===== config.mk =====
export PLATFORM = sky130hd
export DESIGN_NAME = sensor_ring_line_angle_tracker
export DESIGN_NICKNAME = d
export VERILOG_FILES = /design/src/rtl/srlat_pkg.sv /design/src/rtl/srlat_lane.sv /design/src/rtl/srlat_atan.sv /design/src/rtl/srlat_zone.sv /design/src/rtl/sensor_ring_line_angle_tracker.sv
export SDC_FILE = /design/constraint.sdc
export NUM_CORES = 2
export LEC_CHECK = 0
export BUFFER_PORTS_ARGS = -buffer_cell sky130_fd_sc_hd__buf_4
export CAP_MARGIN = 20
export CORE_ASPECT_RATIO = 1.2
export CORE_MARGIN = 3
export CORE_UTILIZATION = 38
export DETAILED_ROUTE_END_ITERATION = 16
export GPL_TIMING_DRIVEN = 0
export HOLD_SLACK_MARGIN = 0.06
export SYNTH_ARGS = -nofsm -noshare
export SYNTH_HDL_FRONTEND = slang
export SYNTH_SLANG_ARGS = --single-unit

===== constraint.sdc =====
create_clock -name clock -period 13.69 [get_ports clock]
set_input_delay 2.0535 -clock clock [delete_from_list [all_inputs] [get_ports clock]]
set_output_delay 2.0535 -clock clock [all_outputs]
set_load 0.01 [all_outputs]

===== src/rtl/srlat_pkg.sv =====
// shared types, constants and constant functions for the sensor ring line angle tracker
// no dependencies; used by every module of the block
package srlat_pkg;

   // ring geometry and lane split
   localparam int SENSOR_COUNT = 24;
   localparam int LANES        = 8;
   localparam int EPL          = (SENSOR_COUNT + LANES - 1) / LANES;
   localparam int EPL_IDX_W    = (EPL > 1) ? $clog2(EPL) : 1;

   // fixed point
   localparam int CORDIC_STEPS = 16;
   localparam int STEP_W       = $clog2(CORDIC_STEPS);
   localparam int DEG_ONE      = 65536;
   localparam int CORDIC_UNIT  = 9949;
   localparam int TERM_W       = 16;
   localparam int SUM_W        = 21;
   localparam int XY_W         = 23;
   localparam int Z_W          = 26;
   localparam int D_W          = 27;
   localparam int ANGLE_W      = 9;

   // configuration port
   localparam int CSR_INDEX_W = 1;
   localparam int CSR_DATA_W  = 24;
   localparam logic [CSR_INDEX_W-1:0] CSR_PATCHED_MASK = 1'b0;
   localparam logic [CSR_INDEX_W-1:0] CSR_RANGE_DEG    = 1'b1;
   localparam logic [7:0] RANGE_DEG_RESET = 8'd45;

   // atan(2^-k) in q.16 degrees
   localparam int ATAN_Q16 [CORDIC_STEPS] = '{
      2949120, 1740967, 919879, 466945, 234379, 117304, 58666, 29335,
      14668, 7334, 3667, 1833, 917, 458, 229, 115
   };

   typedef logic signed [TERM_W-1:0] term_type;

   typedef enum logic [1:0] {
      ZONE_CLEAR    = 2'd0,
      ZONE_TOUCHING = 2'd1,
      ZONE_CROSSED  = 2'd2
   } zone_type;

   typedef enum logic [2:0] {
      ST_IDLE,
      ST_ACC,
      ST_MERGE,
      ST_CORDIC,
      ST_FINISH
   } state_type;

   typedef struct packed {
      logic clear;
      logic step;
   } lane_ctrl_type;

   typedef struct packed {
      logic               vector_seen;
      logic [ANGLE_W-1:0] vector_angle;
      logic               line_seen;
      logic [ANGLE_W-1:0] line_angle;
      zone_type           zone;
   } result_type;

   // sine or cosine of one sensor's direction, q1.14, worked out at elaboration
   function automatic term_type sensor_term(int idx, bit want_sin);
      int th;
      int deg;
      int x;
      int y;
      int z;
      int nx;
      int ny;
      bit neg;
      th = (450 - idx * (360 / SENSOR_COUNT)) % 360;
      if (th < 0) th = th + 360;
      deg = th;
      neg = 1'b0;
      if (deg > 180) deg = deg - 360;
      if (deg > 90) begin
         deg = deg - 180;
         neg = 1'b1;
      end else if (deg < -90) begin
         deg = deg + 180;
         neg = 1'b1;
      end
      x = CORDIC_UNIT;
      y = 0;
      z = deg * DEG_ONE;
      for (int k = 0; k < CORDIC_STEPS; k++) begin
         if (z >= 0) begin
            nx = x - (y >>> k);
            ny = y + (x >>> k);
            z  = z - ATAN_Q16[k];
         end else begin
            nx = x + (y >>> k);
            ny = y - (x >>> k);
            z  = z + ATAN_Q16[k];
         end
         x = nx;
         y = ny;
      end
      if (neg) begin
         x = -x;
         y = -y;
      end
      return want_sin ? TERM_W'(y) : TERM_W'(x);
   endfunction

endpackage


===== src/rtl/srlat_lane.sv =====
// one accumulation lane: sums the unit vectors of its lit sensors, one sensor a cycle
// depends on srlat_pkg
module srlat_lane (
   input  logic                                 clock,
   input  srlat_pkg::lane_ctrl_type             ctrl,
   input  logic [srlat_pkg::EPL_IDX_W-1:0]      idx,
   input  logic [srlat_pkg::EPL-1:0]            lit,
   input  srlat_pkg::term_type                  sin_term [srlat_pkg::EPL],
   input  srlat_pkg::term_type                  cos_term [srlat_pkg::EPL],
   output logic signed [srlat_pkg::SUM_W-1:0]   sum_x,
   output logic signed [srlat_pkg::SUM_W-1:0]   sum_y
);

   logic signed [srlat_pkg::SUM_W-1:0] acc_x_ff, acc_x_in;
   logic signed [srlat_pkg::SUM_W-1:0] acc_y_ff, acc_y_in;

   // add the selected sensor's vector when it is lit
   always_comb begin
      acc_x_in = acc_x_ff;
      acc_y_in = acc_y_ff;
      if (ctrl.clear) begin
         acc_x_in = '0;
         acc_y_in = '0;
      end else if (ctrl.step && lit[idx]) begin
         acc_x_in = acc_x_ff + srlat_pkg::SUM_W'(sin_term[idx]);
         acc_y_in = acc_y_ff + srlat_pkg::SUM_W'(cos_term[idx]);
      end
   end

   always_ff @(posedge clock) begin
      acc_x_ff <= acc_x_in;
      acc_y_ff <= acc_y_in;
   end

   assign sum_x = acc_x_ff;
   assign sum_y = acc_y_ff;

endmodule


===== src/rtl/srlat_atan.sv =====
// iterative vectoring cordic: atan2 of the merged sums in q.16 degrees, one step a cycle
// depends on srlat_pkg
module srlat_atan (
   input  logic                                clock,
   input  logic                                reset,
   input  logic                                load,
   input  logic signed [srlat_pkg::SUM_W-1:0]  sum_x,
   input  logic signed [srlat_pkg::SUM_W-1:0]  sum_y,
   output logic signed [srlat_pkg::Z_W-1:0]    angle,
   output logic                                done
);

   localparam logic signed [srlat_pkg::Z_W-1:0] HALF_TURN =
      srlat_pkg::Z_W'(180 * srlat_pkg::DEG_ONE);

   logic signed [srlat_pkg::XY_W-1:0]  x_ff, x_in;
   logic signed [srlat_pkg::XY_W-1:0]  y_ff, y_in;
   logic signed [srlat_pkg::Z_W-1:0]   z_ff, z_in;
   logic [srlat_pkg::STEP_W-1:0]       step_ff, step_in;
   logic                               busy_ff, busy_in;
   logic signed [srlat_pkg::XY_W-1:0]  load_x, load_y;
   logic signed [srlat_pkg::XY_W-1:0]  sh_x, sh_y;
   logic signed [srlat_pkg::Z_W-1:0]   atan_k;

   assign load_x = srlat_pkg::XY_W'(sum_x);
   assign load_y = srlat_pkg::XY_W'(sum_y);
   assign sh_x   = x_ff >>> step_ff;
   assign sh_y   = y_ff >>> step_ff;
   assign atan_k = srlat_pkg::Z_W'(srlat_pkg::ATAN_Q16[step_ff]);
   assign done   = busy_ff && (step_ff == srlat_pkg::STEP_W'(srlat_pkg::CORDIC_STEPS - 1));

   // fold into the right half plane on load, then rotate toward the x axis
   always_comb begin
      x_in    = x_ff;
      y_in    = y_ff;
      z_in    = z_ff;
      step_in = step_ff;
      busy_in = busy_ff;
      if (load) begin
         step_in = '0;
         busy_in = 1'b1;
         if (load_x < 0) begin
            x_in = -load_x;
            y_in = -load_y;
            z_in = (load_y >= 0) ? HALF_TURN : -HALF_TURN;
         end else begin
            x_in = load_x;
            y_in = load_y;
            z_in = '0;
         end
      end else if (busy_ff) begin
         step_in = step_ff + 1'b1;
         if (done) busy_in = 1'b0;
         // a vector already on the axis stays put
         if (y_ff > 0) begin
            x_in = x_ff + sh_y;
            y_in = y_ff - sh_x;
            z_in = z_ff + atan_k;
         end else if (y_ff < 0) begin
            x_in = x_ff - sh_y;
            y_in = y_ff + sh_x;
            z_in = z_ff - atan_k;
         end
      end
   end

   always_ff @(posedge clock) begin
      if (reset) begin
         busy_ff <= 1'b0;
         step_ff <= '0;
      end else begin
         busy_ff <= busy_in;
         step_ff <= step_in;
      end
      x_ff <= x_in;
      y_ff <= y_in;
      z_ff <= z_in;
   end

   assign angle = z_ff;

endmodule


===== src/rtl/srlat_zone.sv =====
// angle cut to whole degrees and the clear / touching / crossed zone tracker
// depends on srlat_pkg
module srlat_zone (
   input  logic                               clock,
   input  logic                               reset,
   input  logic                               update,
   input  logic                               any,
   input  logic signed [srlat_pkg::Z_W-1:0]   angle,
   input  logic [7:0]                         range_deg,
   output srlat_pkg::result_type              result
);

   localparam logic signed [srlat_pkg::D_W-1:0] HALF_TURN =
      srlat_pkg::D_W'(180 * srlat_pkg::DEG_ONE);

   srlat_pkg::zone_type          zone_ff, zone_in;
   logic [srlat_pkg::ANGLE_W-1:0] first_ff, first_in;
   logic [srlat_pkg::ANGLE_W-1:0] prev_ff, prev_in;
   logic [srlat_pkg::ANGLE_W-1:0] held_ff, held_in;
   logic                          first_ok_ff, first_ok_in;
   logic                          prev_ok_ff, prev_ok_in;
   logic                          held_ok_ff, held_ok_in;

   logic signed [srlat_pkg::D_W-1:0] d;
   logic [srlat_pkg::D_W-1:0]        d_mag;
   logic signed [11:0]               deg_raw;
   logic signed [11:0]               deg_wrap;
   logic [srlat_pkg::ANGLE_W-1:0]    v;
   logic                             match_prev;
   logic                             match_first;

   // two angles match when they differ by at most range_deg around the circle
   function automatic logic angle_match(logic [8:0] a, logic [8:0] b, logic b_ok,
                                        logic [7:0] r);
      logic signed [10:0] t;
      logic signed [10:0] r_s;
      t   = $signed({2'b00, b}) - $signed({2'b00, a});
      r_s = $signed({3'b000, r});
      if (t < 0) t = t + 11'sd360;
      return b_ok && ((t <= r_s) || (t >= 11'sd360 - r_s));
   endfunction

   // 180 minus atan2, cut toward zero, wrapped into 0..359
   always_comb begin
      d       = HALF_TURN - srlat_pkg::D_W'(angle);
      d_mag   = (d < 0) ? srlat_pkg::D_W'(-d) : srlat_pkg::D_W'(d);
      deg_raw = (d < 0) ? -$signed({1'b0, d_mag[26:16]}) : $signed({1'b0, d_mag[26:16]});
      deg_wrap = deg_raw;
      if (deg_wrap < 0) deg_wrap = deg_wrap + 12'sd360;
      if (deg_wrap >= 12'sd360) deg_wrap = deg_wrap - 12'sd360;
      v = deg_wrap[srlat_pkg::ANGLE_W-1:0];
   end

   assign match_prev  = angle_match(v, prev_ff, prev_ok_ff, range_deg);
   assign match_first = angle_match(v, first_ff, first_ok_ff, range_deg);

   // next zone
   always_comb begin
      zone_in = zone_ff;
      if (any) begin
         case (zone_ff)
            srlat_pkg::ZONE_CLEAR:    zone_in = srlat_pkg::ZONE_TOUCHING;
            srlat_pkg::ZONE_TOUCHING: if (!match_prev) zone_in = srlat_pkg::ZONE_CROSSED;
            srlat_pkg::ZONE_CROSSED:  if (match_first) zone_in = srlat_pkg::ZONE_TOUCHING;
            default:                  zone_in = zone_ff;
         endcase
      end else if (zone_ff != srlat_pkg::ZONE_CROSSED) begin
         zone_in = srlat_pkg::ZONE_CLEAR;
      end
   end

   // held angles
   always_comb begin
      first_in    = first_ff;
      first_ok_in = first_ok_ff;
      held_in     = held_ff;
      held_ok_in  = held_ok_ff;
      prev_in     = v;
      prev_ok_in  = any;
      if (any) begin
         case (zone_ff)
            srlat_pkg::ZONE_CLEAR: begin
               first_in    = v;
               first_ok_in = 1'b1;
               held_in     = v;
               held_ok_in  = 1'b1;
            end
            srlat_pkg::ZONE_TOUCHING: begin
               if (match_prev) begin
                  first_in    = v;
                  first_ok_in = 1'b1;
                  held_in     = v;
                  held_ok_in  = 1'b1;
               end
            end
            srlat_pkg::ZONE_CROSSED: begin
               held_in    = first_ff;
               held_ok_in = first_ok_ff;
            end
            default: begin
               held_in = held_ff;
            end
         endcase
      end else if (zone_ff == srlat_pkg::ZONE_CROSSED) begin
         held_in    = first_ff;
         held_ok_in = first_ok_ff;
      end else begin
         first_ok_in = 1'b0;
         held_ok_in  = 1'b0;
      end
   end

   // result item fields
   always_comb begin
      result.vector_seen  = any;
      result.vector_angle = any ? v : '0;
      result.line_seen    = held_ok_in;
      result.line_angle   = held_ok_in ? held_in : '0;
      result.zone         = zone_in;
   end

   always_ff @(posedge clock) begin
      if (reset) begin
         zone_ff     <= srlat_pkg::ZONE_CLEAR;
         first_ok_ff <= 1'b0;
         prev_ok_ff  <= 1'b0;
         held_ok_ff  <= 1'b0;
      end else if (update) begin
         zone_ff     <= zone_in;
         first_ok_ff <= first_ok_in;
         prev_ok_ff  <= prev_ok_in;
         held_ok_ff  <= held_ok_in;
      end
      if (update) begin
         first_ff <= first_in;
         prev_ff  <= prev_in;
         held_ff  <= held_in;
      end
   end

endmodule


===== src/rtl/sensor_ring_line_angle_tracker.sv =====
// top level: patching, lane sequencer, merge, cordic, zone tracker and result register
// depends on srlat_pkg, srlat_lane, srlat_atan, srlat_zone
//
//  channel | direction | handshake          | payload
//  req     | in        | req_valid/req_stall | req_white_mask
//  rsp     | out       | rsp_valid/rsp_stall | vector_seen/angle, line_seen/angle, zone
//  csr     | in        | csr_valid/csr_ready | csr_index, csr_data
//
// one item at a time: an accepted item walks the lanes, is merged, runs the 16-step
// vectoring cordic and passes the finish state; the eight lanes walk their sensors
// one per cycle ahead of the cordic. reset is synchronous; it clears the zone, the
// held angle valid bits, the sequencer, the patched mask and rsp_valid and sets
// range_deg to 45. a finished result waits in the output register; a stalled rsp
// only holds the block once the next result is ready. csr writes are always taken.
module sensor_ring_line_angle_tracker (
   input  logic                                   clock,
   input  logic                                   reset,
   input  logic                                   req_valid,
   output logic                                   req_stall,
   input  logic [srlat_pkg::SENSOR_COUNT-1:0]     req_white_mask,
   output logic                                   rsp_valid,
   input  logic                                   rsp_stall,
   output logic                                   rsp_vector_seen,
   output logic [srlat_pkg::ANGLE_W-1:0]          rsp_vector_angle,
   output logic                                   rsp_line_seen,
   output logic [srlat_pkg::ANGLE_W-1:0]          rsp_line_angle,
   output logic [1:0]                             rsp_zone,
   input  logic                                   csr_valid,
   output logic                                   csr_ready,
   input  logic [srlat_pkg::CSR_INDEX_W-1:0]      csr_index,
   input  logic [srlat_pkg::CSR_DATA_W-1:0]       csr_data
);

   localparam int N = srlat_pkg::SENSOR_COUNT;
   localparam logic [srlat_pkg::EPL_IDX_W-1:0] LAST_IDX =
      srlat_pkg::EPL_IDX_W'(srlat_pkg::EPL - 1);

   srlat_pkg::state_type                  state_ff, state_in;
   logic [N-1:0]                          patched_mask_ff, patched_mask_in;
   logic [7:0]                            range_deg_ff, range_deg_in;
   logic [N-1:0]                          lit_ff, lit_in;
   logic                                  any_ff, any_in;
   logic [srlat_pkg::EPL_IDX_W-1:0]       idx_ff, idx_in;
   logic                                  rsp_valid_ff, rsp_valid_in;
   srlat_pkg::result_type                 rsp_result_ff, rsp_result_in;

   logic                                  accept;
   logic                                  slot_free;
   logic                                  atan_load;
   logic                                  atan_done;
   logic                                  zone_update;
   srlat_pkg::lane_ctrl_type              lane_ctrl;
   logic [N-1:0]                          patched;
   logic signed [srlat_pkg::SUM_W-1:0]    lane_x [srlat_pkg::LANES];
   logic signed [srlat_pkg::SUM_W-1:0]    lane_y [srlat_pkg::LANES];
   logic signed [srlat_pkg::SUM_W-1:0]    merge_x, merge_y;
   logic signed [srlat_pkg::Z_W-1:0]      atan_angle;
   srlat_pkg::result_type                 zone_result;

   assign accept    = req_valid && !req_stall;
   assign slot_free = !rsp_valid_ff || !rsp_stall;
   assign csr_ready = 1'b1;

   // configuration registers
   always_comb begin
      patched_mask_in = patched_mask_ff;
      range_deg_in    = range_deg_ff;
      if (csr_valid) begin
         case (csr_index)
            srlat_pkg::CSR_PATCHED_MASK: patched_mask_in = N'(csr_data);
            srlat_pkg::CSR_RANGE_DEG:    range_deg_in    = csr_data[7:0];
            default:                     range_deg_in    = range_deg_ff;
         endcase
      end
   end

   // patched sensors take the or of their two raw neighbors
   for (genvar i = 0; i < N; i++) begin : g_patch
      localparam int LO = (i + N - 1) % N;
      localparam int HI = (i + 1) % N;
      assign patched[i] = patched_mask_ff[i] ? (req_white_mask[LO] | req_white_mask[HI])
                                             : req_white_mask[i];
   end

   // sequencer next state
   always_comb begin
      state_in = state_ff;
      case (state_ff)
         srlat_pkg::ST_IDLE:   if (accept) state_in = srlat_pkg::ST_ACC;
         srlat_pkg::ST_ACC:    if (idx_ff == LAST_IDX) state_in = srlat_pkg::ST_MERGE;
         srlat_pkg::ST_MERGE:  state_in = srlat_pkg::ST_CORDIC;
         srlat_pkg::ST_CORDIC: if (atan_done) state_in = srlat_pkg::ST_FINISH;
         srlat_pkg::ST_FINISH: if (slot_free) state_in = srlat_pkg::ST_IDLE;
         default:              state_in = srlat_pkg::ST_IDLE;
      endcase
   end

   // sequencer outputs
   always_comb begin
      req_stall       = 1'b1;
      lane_ctrl.clear = 1'b0;
      lane_ctrl.step  = 1'b0;
      atan_load       = 1'b0;
      zone_update     = 1'b0;
      case (state_ff)
         srlat_pkg::ST_IDLE: begin
            req_stall       = 1'b0;
            lane_ctrl.clear = 1'b1;
         end
         srlat_pkg::ST_ACC:    lane_ctrl.step = 1'b1;
         srlat_pkg::ST_MERGE:  atan_load = 1'b1;
         srlat_pkg::ST_CORDIC: atan_load = 1'b0;
         srlat_pkg::ST_FINISH: zone_update = slot_free;
         default:              req_stall = 1'b1;
      endcase
   end

   // item capture, lane index and result register
   always_comb begin
      lit_in        = lit_ff;
      any_in        = any_ff;
      idx_in        = idx_ff;
      rsp_valid_in  = rsp_valid_ff && rsp_stall;
      rsp_result_in = rsp_result_ff;
      if (accept) begin
         lit_in = patched;
         any_in = |patched;
         idx_in = '0;
      end else if (lane_ctrl.step) begin
         idx_in = idx_ff + 1'b1;
      end
      if (zone_update) begin
         rsp_valid_in  = 1'b1;
         rsp_result_in = zone_result;
      end
   end

   always_ff @(posedge clock) begin
      if (reset) begin
         state_ff        <= srlat_pkg::ST_IDLE;
         patched_mask_ff <= '0;
         range_deg_ff    <= srlat_pkg::RANGE_DEG_RESET;
         rsp_valid_ff    <= 1'b0;
         idx_ff          <= '0;
      end else begin
         state_ff        <= state_in;
         patched_mask_ff <= patched_mask_in;
         range_deg_ff    <= range_deg_in;
         rsp_valid_ff    <= rsp_valid_in;
         idx_ff          <= idx_in;
      end
      lit_ff        <= lit_in;
      any_ff        <= any_in;
      rsp_result_ff <= rsp_result_in;
   end

   // lanes, each with its own constant slice of the vector table
   for (genvar l = 0; l < srlat_pkg::LANES; l++) begin : g_lane
      srlat_pkg::term_type           sin_term [srlat_pkg::EPL];
      srlat_pkg::term_type           cos_term [srlat_pkg::EPL];
      logic [srlat_pkg::EPL-1:0]     lane_lit;

      for (genvar j = 0; j < srlat_pkg::EPL; j++) begin : g_elem
         localparam int IDX = l * srlat_pkg::EPL + j;
         if (IDX < N) begin : g_on
            assign sin_term[j] = srlat_pkg::sensor_term(IDX, 1'b1);
            assign cos_term[j] = srlat_pkg::sensor_term(IDX, 1'b0);
            assign lane_lit[j] = lit_ff[IDX];
         end else begin : g_off
            assign sin_term[j] = '0;
            assign cos_term[j] = '0;
            assign lane_lit[j] = 1'b0;
         end
      end

      srlat_lane u_lane (
         .clock    (clock),
         .ctrl     (lane_ctrl),
         .idx      (idx_ff),
         .lit      (lane_lit),
         .sin_term (sin_term),
         .cos_term (cos_term),
         .sum_x    (lane_x[l]),
         .sum_y    (lane_y[l])
      );
   end

   // merge what the lanes found
   always_comb begin
      merge_x = '0;
      merge_y = '0;
      for (int l = 0; l < srlat_pkg::LANES; l++) begin
         merge_x = merge_x + lane_x[l];
         merge_y = merge_y + lane_y[l];
      end
   end

   srlat_atan u_atan (
      .clock (clock),
      .reset (reset),
      .load  (atan_load),
      .sum_x (merge_x),
      .sum_y (merge_y),
      .angle (atan_angle),
      .done  (atan_done)
   );

   srlat_zone u_zone (
      .clock     (clock),
      .reset     (reset),
      .update    (zone_update),
      .any       (any_ff),
      .angle     (atan_angle),
      .range_deg (range_deg_ff),
      .result    (zone_result)
   );

   assign rsp_valid        = rsp_valid_ff;
   assign rsp_vector_seen  = rsp_result_ff.vector_seen;
   assign rsp_vector_angle = rsp_result_ff.vector_angle;
   assign rsp_line_seen    = rsp_result_ff.line_seen;
   assign rsp_line_angle   = rsp_result_ff.line_angle;
   assign rsp_zone         = rsp_result_ff.zone;

endmodule


==> results summary <==
The flow ran to the end, and the final reports show no timing, DRC or antenna violations. The area after detailed placement came out at ~0.05 sq mm. The final worst slack is ~1.4 ns.

The reported leakage power came out at around 22 nW. The number of antenna violations at the first check in global routing came to 0. The number of diodes added for antenna fixing came out at 0.

The area of the core region came out at around 0.12 sq mm. The number of violations of the max-capacitance limit came out at 0. The hold violation total from the final report is 0. The clock transition at the register clock pins on the worst setup and hold paths after CTS is approximately 0.060 ns. The dominant register cell in the synthesized netlist is sky130_fd_sc_hd__dfxtp_1. The height of the chip is approximately 400 um. The starting utilization of the core area came out at 38.4%. At the end of routability-driven placement, the weighted congestion stood at 0.937. The detailed-route vias per instance came out at 5.33.

The final design instance area without fill is ~0.053 sq mm. The first global-routing pass estimated 222,000 um of wire. In this run the worst hold path is classified as register to register. In this run the power spent charging and discharging nets is 0.00184 W. The cts-stage hold buffer count is 0.

The area added between synthesis and finish came out at 11.0%. The total power per unit cell area came out at between 100 and 150 mW/mm^2. The post-synthesis average cell area came out at around 8.4 sq um. The source-to-sink clock delay at the later pin of the worst-skew pair is approximately 0.66 ns. The number of global-route vias before repair is between 30,000 and 40,000. The worst setup path is launched from a register. The floorplan has approximately 140 rows.

The number of endpoints failing setup at the final stage came out at 0. The number of instances in the synthesized netlist is between 5,000 and 6,000. Sorting the synthesized cells by area gives the leading types as sky130_fd_sc_hd__dfxtp_1, sky130_fd_sc_hd__ha_1, sky130_fd_sc_hd__fa_1. The launch point of the critical path is u_atan.angle[0].

The worst hold path begins at range_deg_ff[4]. The clock network accounts for approximately a third of the total power. The area of the die came out at ~0.13 sq mm. STA classifies the critical path endpoint as a register. After clock tree synthesis, the setup repair step added 0 buffers. For hold timing, the worst endpoint is range_deg_ff[4]. For this design the top-level I/O count stands at 79. Setup repair after global routing left no endpoint under its margin. The overall fraction of global-route tracks in use is around 22%. The part of the power in combinational logic came out at between 30% and 40%. The horizontal extent of the die came out at 328 um. Summed over all layers, the global routing overflow is 0. For this run, the slowest stage of the critical path takes approximately 0.74 ns. Registers are responsible for between 30% and 40% of the overall power. The post-synthesis register bit count is 526. OpenSTA, run right after detailed placement, puts the worst setup slack at about 1.3 ns.

The number of search-and-repair iterations in the first detailed-routing pass is 7. The internal portion of the total power is about 0.0034 W. In this run the biggest area consumer among cell types represents approximately 16% of the synthesized area. The sequential share of the synthesized area is 25.3%. The number of buffers created by CTS came out at 67.

For the finished layout, the period the worst path requires is ~12 ns. The slowest stage of the critical path is the sky130_fd_sc_hd__nor3b_2 cell. Counting distinct cell types in the post-synthesis netlist gives 110. The critical path in this run is classified as register to register. The synthesized cell area came out at between 0.04 and 0.05 sq mm. TritonCTS built the clock tree.

Entering global routing, the biggest net connects 43 pins. The root buffer cell chosen for the clock tree is sky130_fd_sc_hd__clkbuf_16. The H-tree depth came out at 3. Port buffering added between 70 and 80 buffers.

The fraction of power spent switching nets is a little over a third. For the pin with the worst max-slew slack, the measured transition is 1.15 ns. The worst hold margin came out at around 0.46 ns. The number of warning messages in the yosys log is 0.

Counting every net in the synthesized netlist gives about 6,400. The post-cts sizing count came out at 0. The critical path data required time is around 14 ns. The leading area contributor after synthesis is sky130_fd_sc_hd__dfxtp_1. The startpoint identified for the worst register-to-register timing path is u_atan.angle[0]. The number of vias after detailed routing came out at 40,100.

The clock skew came out at 0.0208 ns. The clock passes through at most 3 buffers. The share of post-route cells with drive strength above 1 is between 5 and 6%. For the worst flop-to-flop path, the logic depth is 42. The highest fanout seen on the critical path is 10. The final number of max-transition violations came out at 0. The routed length per instance is around 19 um. The detailed-placement wirelength estimate is 114,000 um. The total negative slack for setup checks came out at 0 ns. The cell depth of the worst hold path came out at 2. The count of routing violations after the opening detailed-route iteration came out at around 2,200. Of all flip-flops after synthesis, the portion carrying an async set or reset was 0%.

The endpoint identified for the worst register-to-register timing path is u_zone.first_ff[8]. The data arrival time of the critical path came out at ~13 ns. The total number of clock tree sinks is about 530.

The setup slack of the worst register-to-register path came out at ~1.4 ns. The worst IR drop on VDD is roughly 0.09 mV. The DRC violations left is 0.

The final wirelength is 143,000 um. The maximum clock frequency came out at 81.2 MHz. At the end of the flow, the number of nets in the layout was between 6,000 and 7,000.

The number of inserted filler cells in the final layout came out at ~12,000. The number of flops mapped to enable cells by yosys came out at 146. The antenna violation net count after detailed routing came out at 0. The final critical-path share of the clock period came out at about nine tenths. In this run the tightest slew margin relative to its limit is a little under a quarter.
how the worst max path moves through the flow:
stage	end	slack [ns]	depth (start not counted)
2_1_floorplan	u_zone.first_ff[0]	3.78	42
3_3_place_gp	u_zone.first_ff[6]	0.67	42
3_5_place_dp	u_zone.first_ff[6]	1.31	42
4_1_cts	u_zone.first_ff[7]	1.28	42
5_1_grt	u_zone.first_ff[8]	0.21	42
6_report	u_zone.first_ff[8]	1.37	42
logic make-up after synthesis:
kind of cell / after synthesis / synth area share [%]
fa+ha+maj: 684 / 22.0
simple gates: 1632 / 15.7
flops: 526 / 25.3
other cells: 1 / 0.00792
mux: 102 / 2.41
compound gates: 1449 / 18.7
buf+inv: 739 / 5.91
xor+xnor: 528 / 9.90
synthesized netlist by cell type (9+ instances only):
cell type / n
sky130_fd_sc_hd__a21oi_1: 679
sky130_fd_sc_hd__nand2_1: 560
sky130_fd_sc_hd__nor2_1: 543
sky130_fd_sc_hd__inv_1: 518
sky130_fd_sc_hd__ha_1: 432
sky130_fd_sc_hd__dfxtp_1: 380
sky130_fd_sc_hd__xnor2_1: 378
sky130_fd_sc_hd__fa_1: 249
sky130_fd_sc_hd__o21ai_0: 226
sky130_fd_sc_hd__clkbuf_1: 185
sky130_fd_sc_hd__edfxtp_1: 146
sky130_fd_sc_hd__o21bai_1: 146
sky130_fd_sc_hd__xor2_1: 145
sky130_fd_sc_hd__nor3_1: 95
sky130_fd_sc_hd__a21o_1: 84
sky130_fd_sc_hd__nor2b_1: 82
sky130_fd_sc_hd__mux2i_1: 73
sky130_fd_sc_hd__nand3_1: 66
sky130_fd_sc_hd__nand2b_1: 51
sky130_fd_sc_hd__and3_1: 50
sky130_fd_sc_hd__a211oi_1: 48
sky130_fd_sc_hd__a31oi_1: 36
sky130_fd_sc_hd__and2_1: 36
sky130_fd_sc_hd__or3_1: 29
sky130_fd_sc_hd__nand4_1: 24
sky130_fd_sc_hd__a21boi_0: 23
sky130_fd_sc_hd__a31o_2: 20
sky130_fd_sc_hd__nor4_1: 20
sky130_fd_sc_hd__o31ai_1: 20
sky130_fd_sc_hd__mux2_2: 19
sky130_fd_sc_hd__o21a_1: 19
sky130_fd_sc_hd__o211ai_1: 17
sky130_fd_sc_hd__buf_1: 16
sky130_fd_sc_hd__nor3b_1: 13
sky130_fd_sc_hd__nand3b_1: 12
sky130_fd_sc_hd__o22ai_1: 11
sky130_fd_sc_hd__a211o_1: 10
sky130_fd_sc_hd__o21ai_1: 10
sky130_fd_sc_hd__buf_2: 9
sky130_fd_sc_hd__o2111ai_1: 9
sky130_fd_sc_hd__o31a_1: 9
sky130_fd_sc_hd__or2_2: 9
sky130_fd_sc_hd__or4_1: 9
critical path: cells and delay by family, from the launching register on:
| kind | cells | cell delay, ns |
|---|---|---|
| buffers and inverters | 5 | 1.37 |
| adder cells (fa/ha/maj) | 5 | 1.64 |
| AO/OA/AOI/OAI | 13 | 3.28 |
| AND/OR/NAND/NOR | 14 | 3.32 |
| XOR/XNOR | 5 | 1.79 |
| flip-flops | 1 | 0.52 |
cell type report:
cell class                      instances  area [sq um]  share of cell area, %
Buffer                                213           826                   1.57
Clock buffer                           91          1980                   3.78
Clock inverter                         31           278                  0.529
Inverter                              526          1980                   3.76
Multi-Input combinational cell       4396         32600                   62.0
Sequential cell                       526         12000                   22.8
Tap cell                             1644          2060                   3.92
Timing Repair Buffer                   92           842                   1.60
power by group through the flow:
| stage | combinational (W) | sequential (W) | clock (W) |
|---|---|---|---|
| 2_1_floorplan | 0.00123 | 0.00173 | 0 |
| 3_3_place_gp | 0.00163 | 0.00175 | 0 |
| 3_5_place_dp | 0.00167 | 0.00175 | 0 |
| 4_1_cts | 0.00168 | 0.00172 | 0.00190 |
| 5_1_grt | 0.00188 | 0.00173 | 0.00196 |
| 6_report | 0.00168 | 0.00172 | 0.00186 |
layer usage:
metal | global-route usage, % | vias up | routed length (um)
met5 | 0 | - | 0
met4 | 9.26 | 0 | 6040
met3 | 2.18 | 278 | 5120
met2 | 39.7 | 833 | 72000
met1 | 26.4 | 19300 | 59900
li1 | - | 19700 | -
cell usage in the layout (no fill, tap or decap), drive strengths merged, types with 51 or more instances in the layout:
| cell | count |
|---|---|
| mux2i | 73 |
| nand3 | 69 |
| nor2 | 543 |
| nand2 | 561 |
| nor2b | 82 |
| nand2b | 51 |
| a21o | 84 |
| fa | 249 |
| o21ai | 238 |
| xnor2 | 380 |
| a21oi | 679 |
| dfxtp | 380 |
| clkbuf | 276 |
| o21bai | 146 |
| xor2 | 146 |
| inv | 524 |
| nor3 | 98 |
| ha | 432 |
| buf | 120 |
| edfxtp | 146 |
metrics by stage:
stage,total power [W],cells,util [%]
after detailed placement,0.00342,7396,40.7
after CTS,0.00530,7518,42.6
final,0.00526,7519,42.6
after global placement,0.00338,7382,40.5
after global routing,0.00557,7519,42.6
after floorplan,0.00297,5661,-
sequential cells by signal (all words and copies together) (netlist names), 2 cells and up:
signal,flops
g_lane.u_lane.sum_x,164
g_lane.u_lane.sum_y,168
idx_ff,2
lit_ff,24
patched_mask_ff,24
range_deg_ff,8
rsp_line_angle,9
rsp_vector_angle,9
rsp_zone,2
state_ff,3
u_atan.angle,26
u_atan.step_ff,4
u_atan.x_ff,23
u_atan.y_ff,23
u_zone.first_ff,9
u_zone.held_ff,9
u_zone.prev_ff,9
u_zone.zone_ff,2
Power figures use the tool's default switching activity.
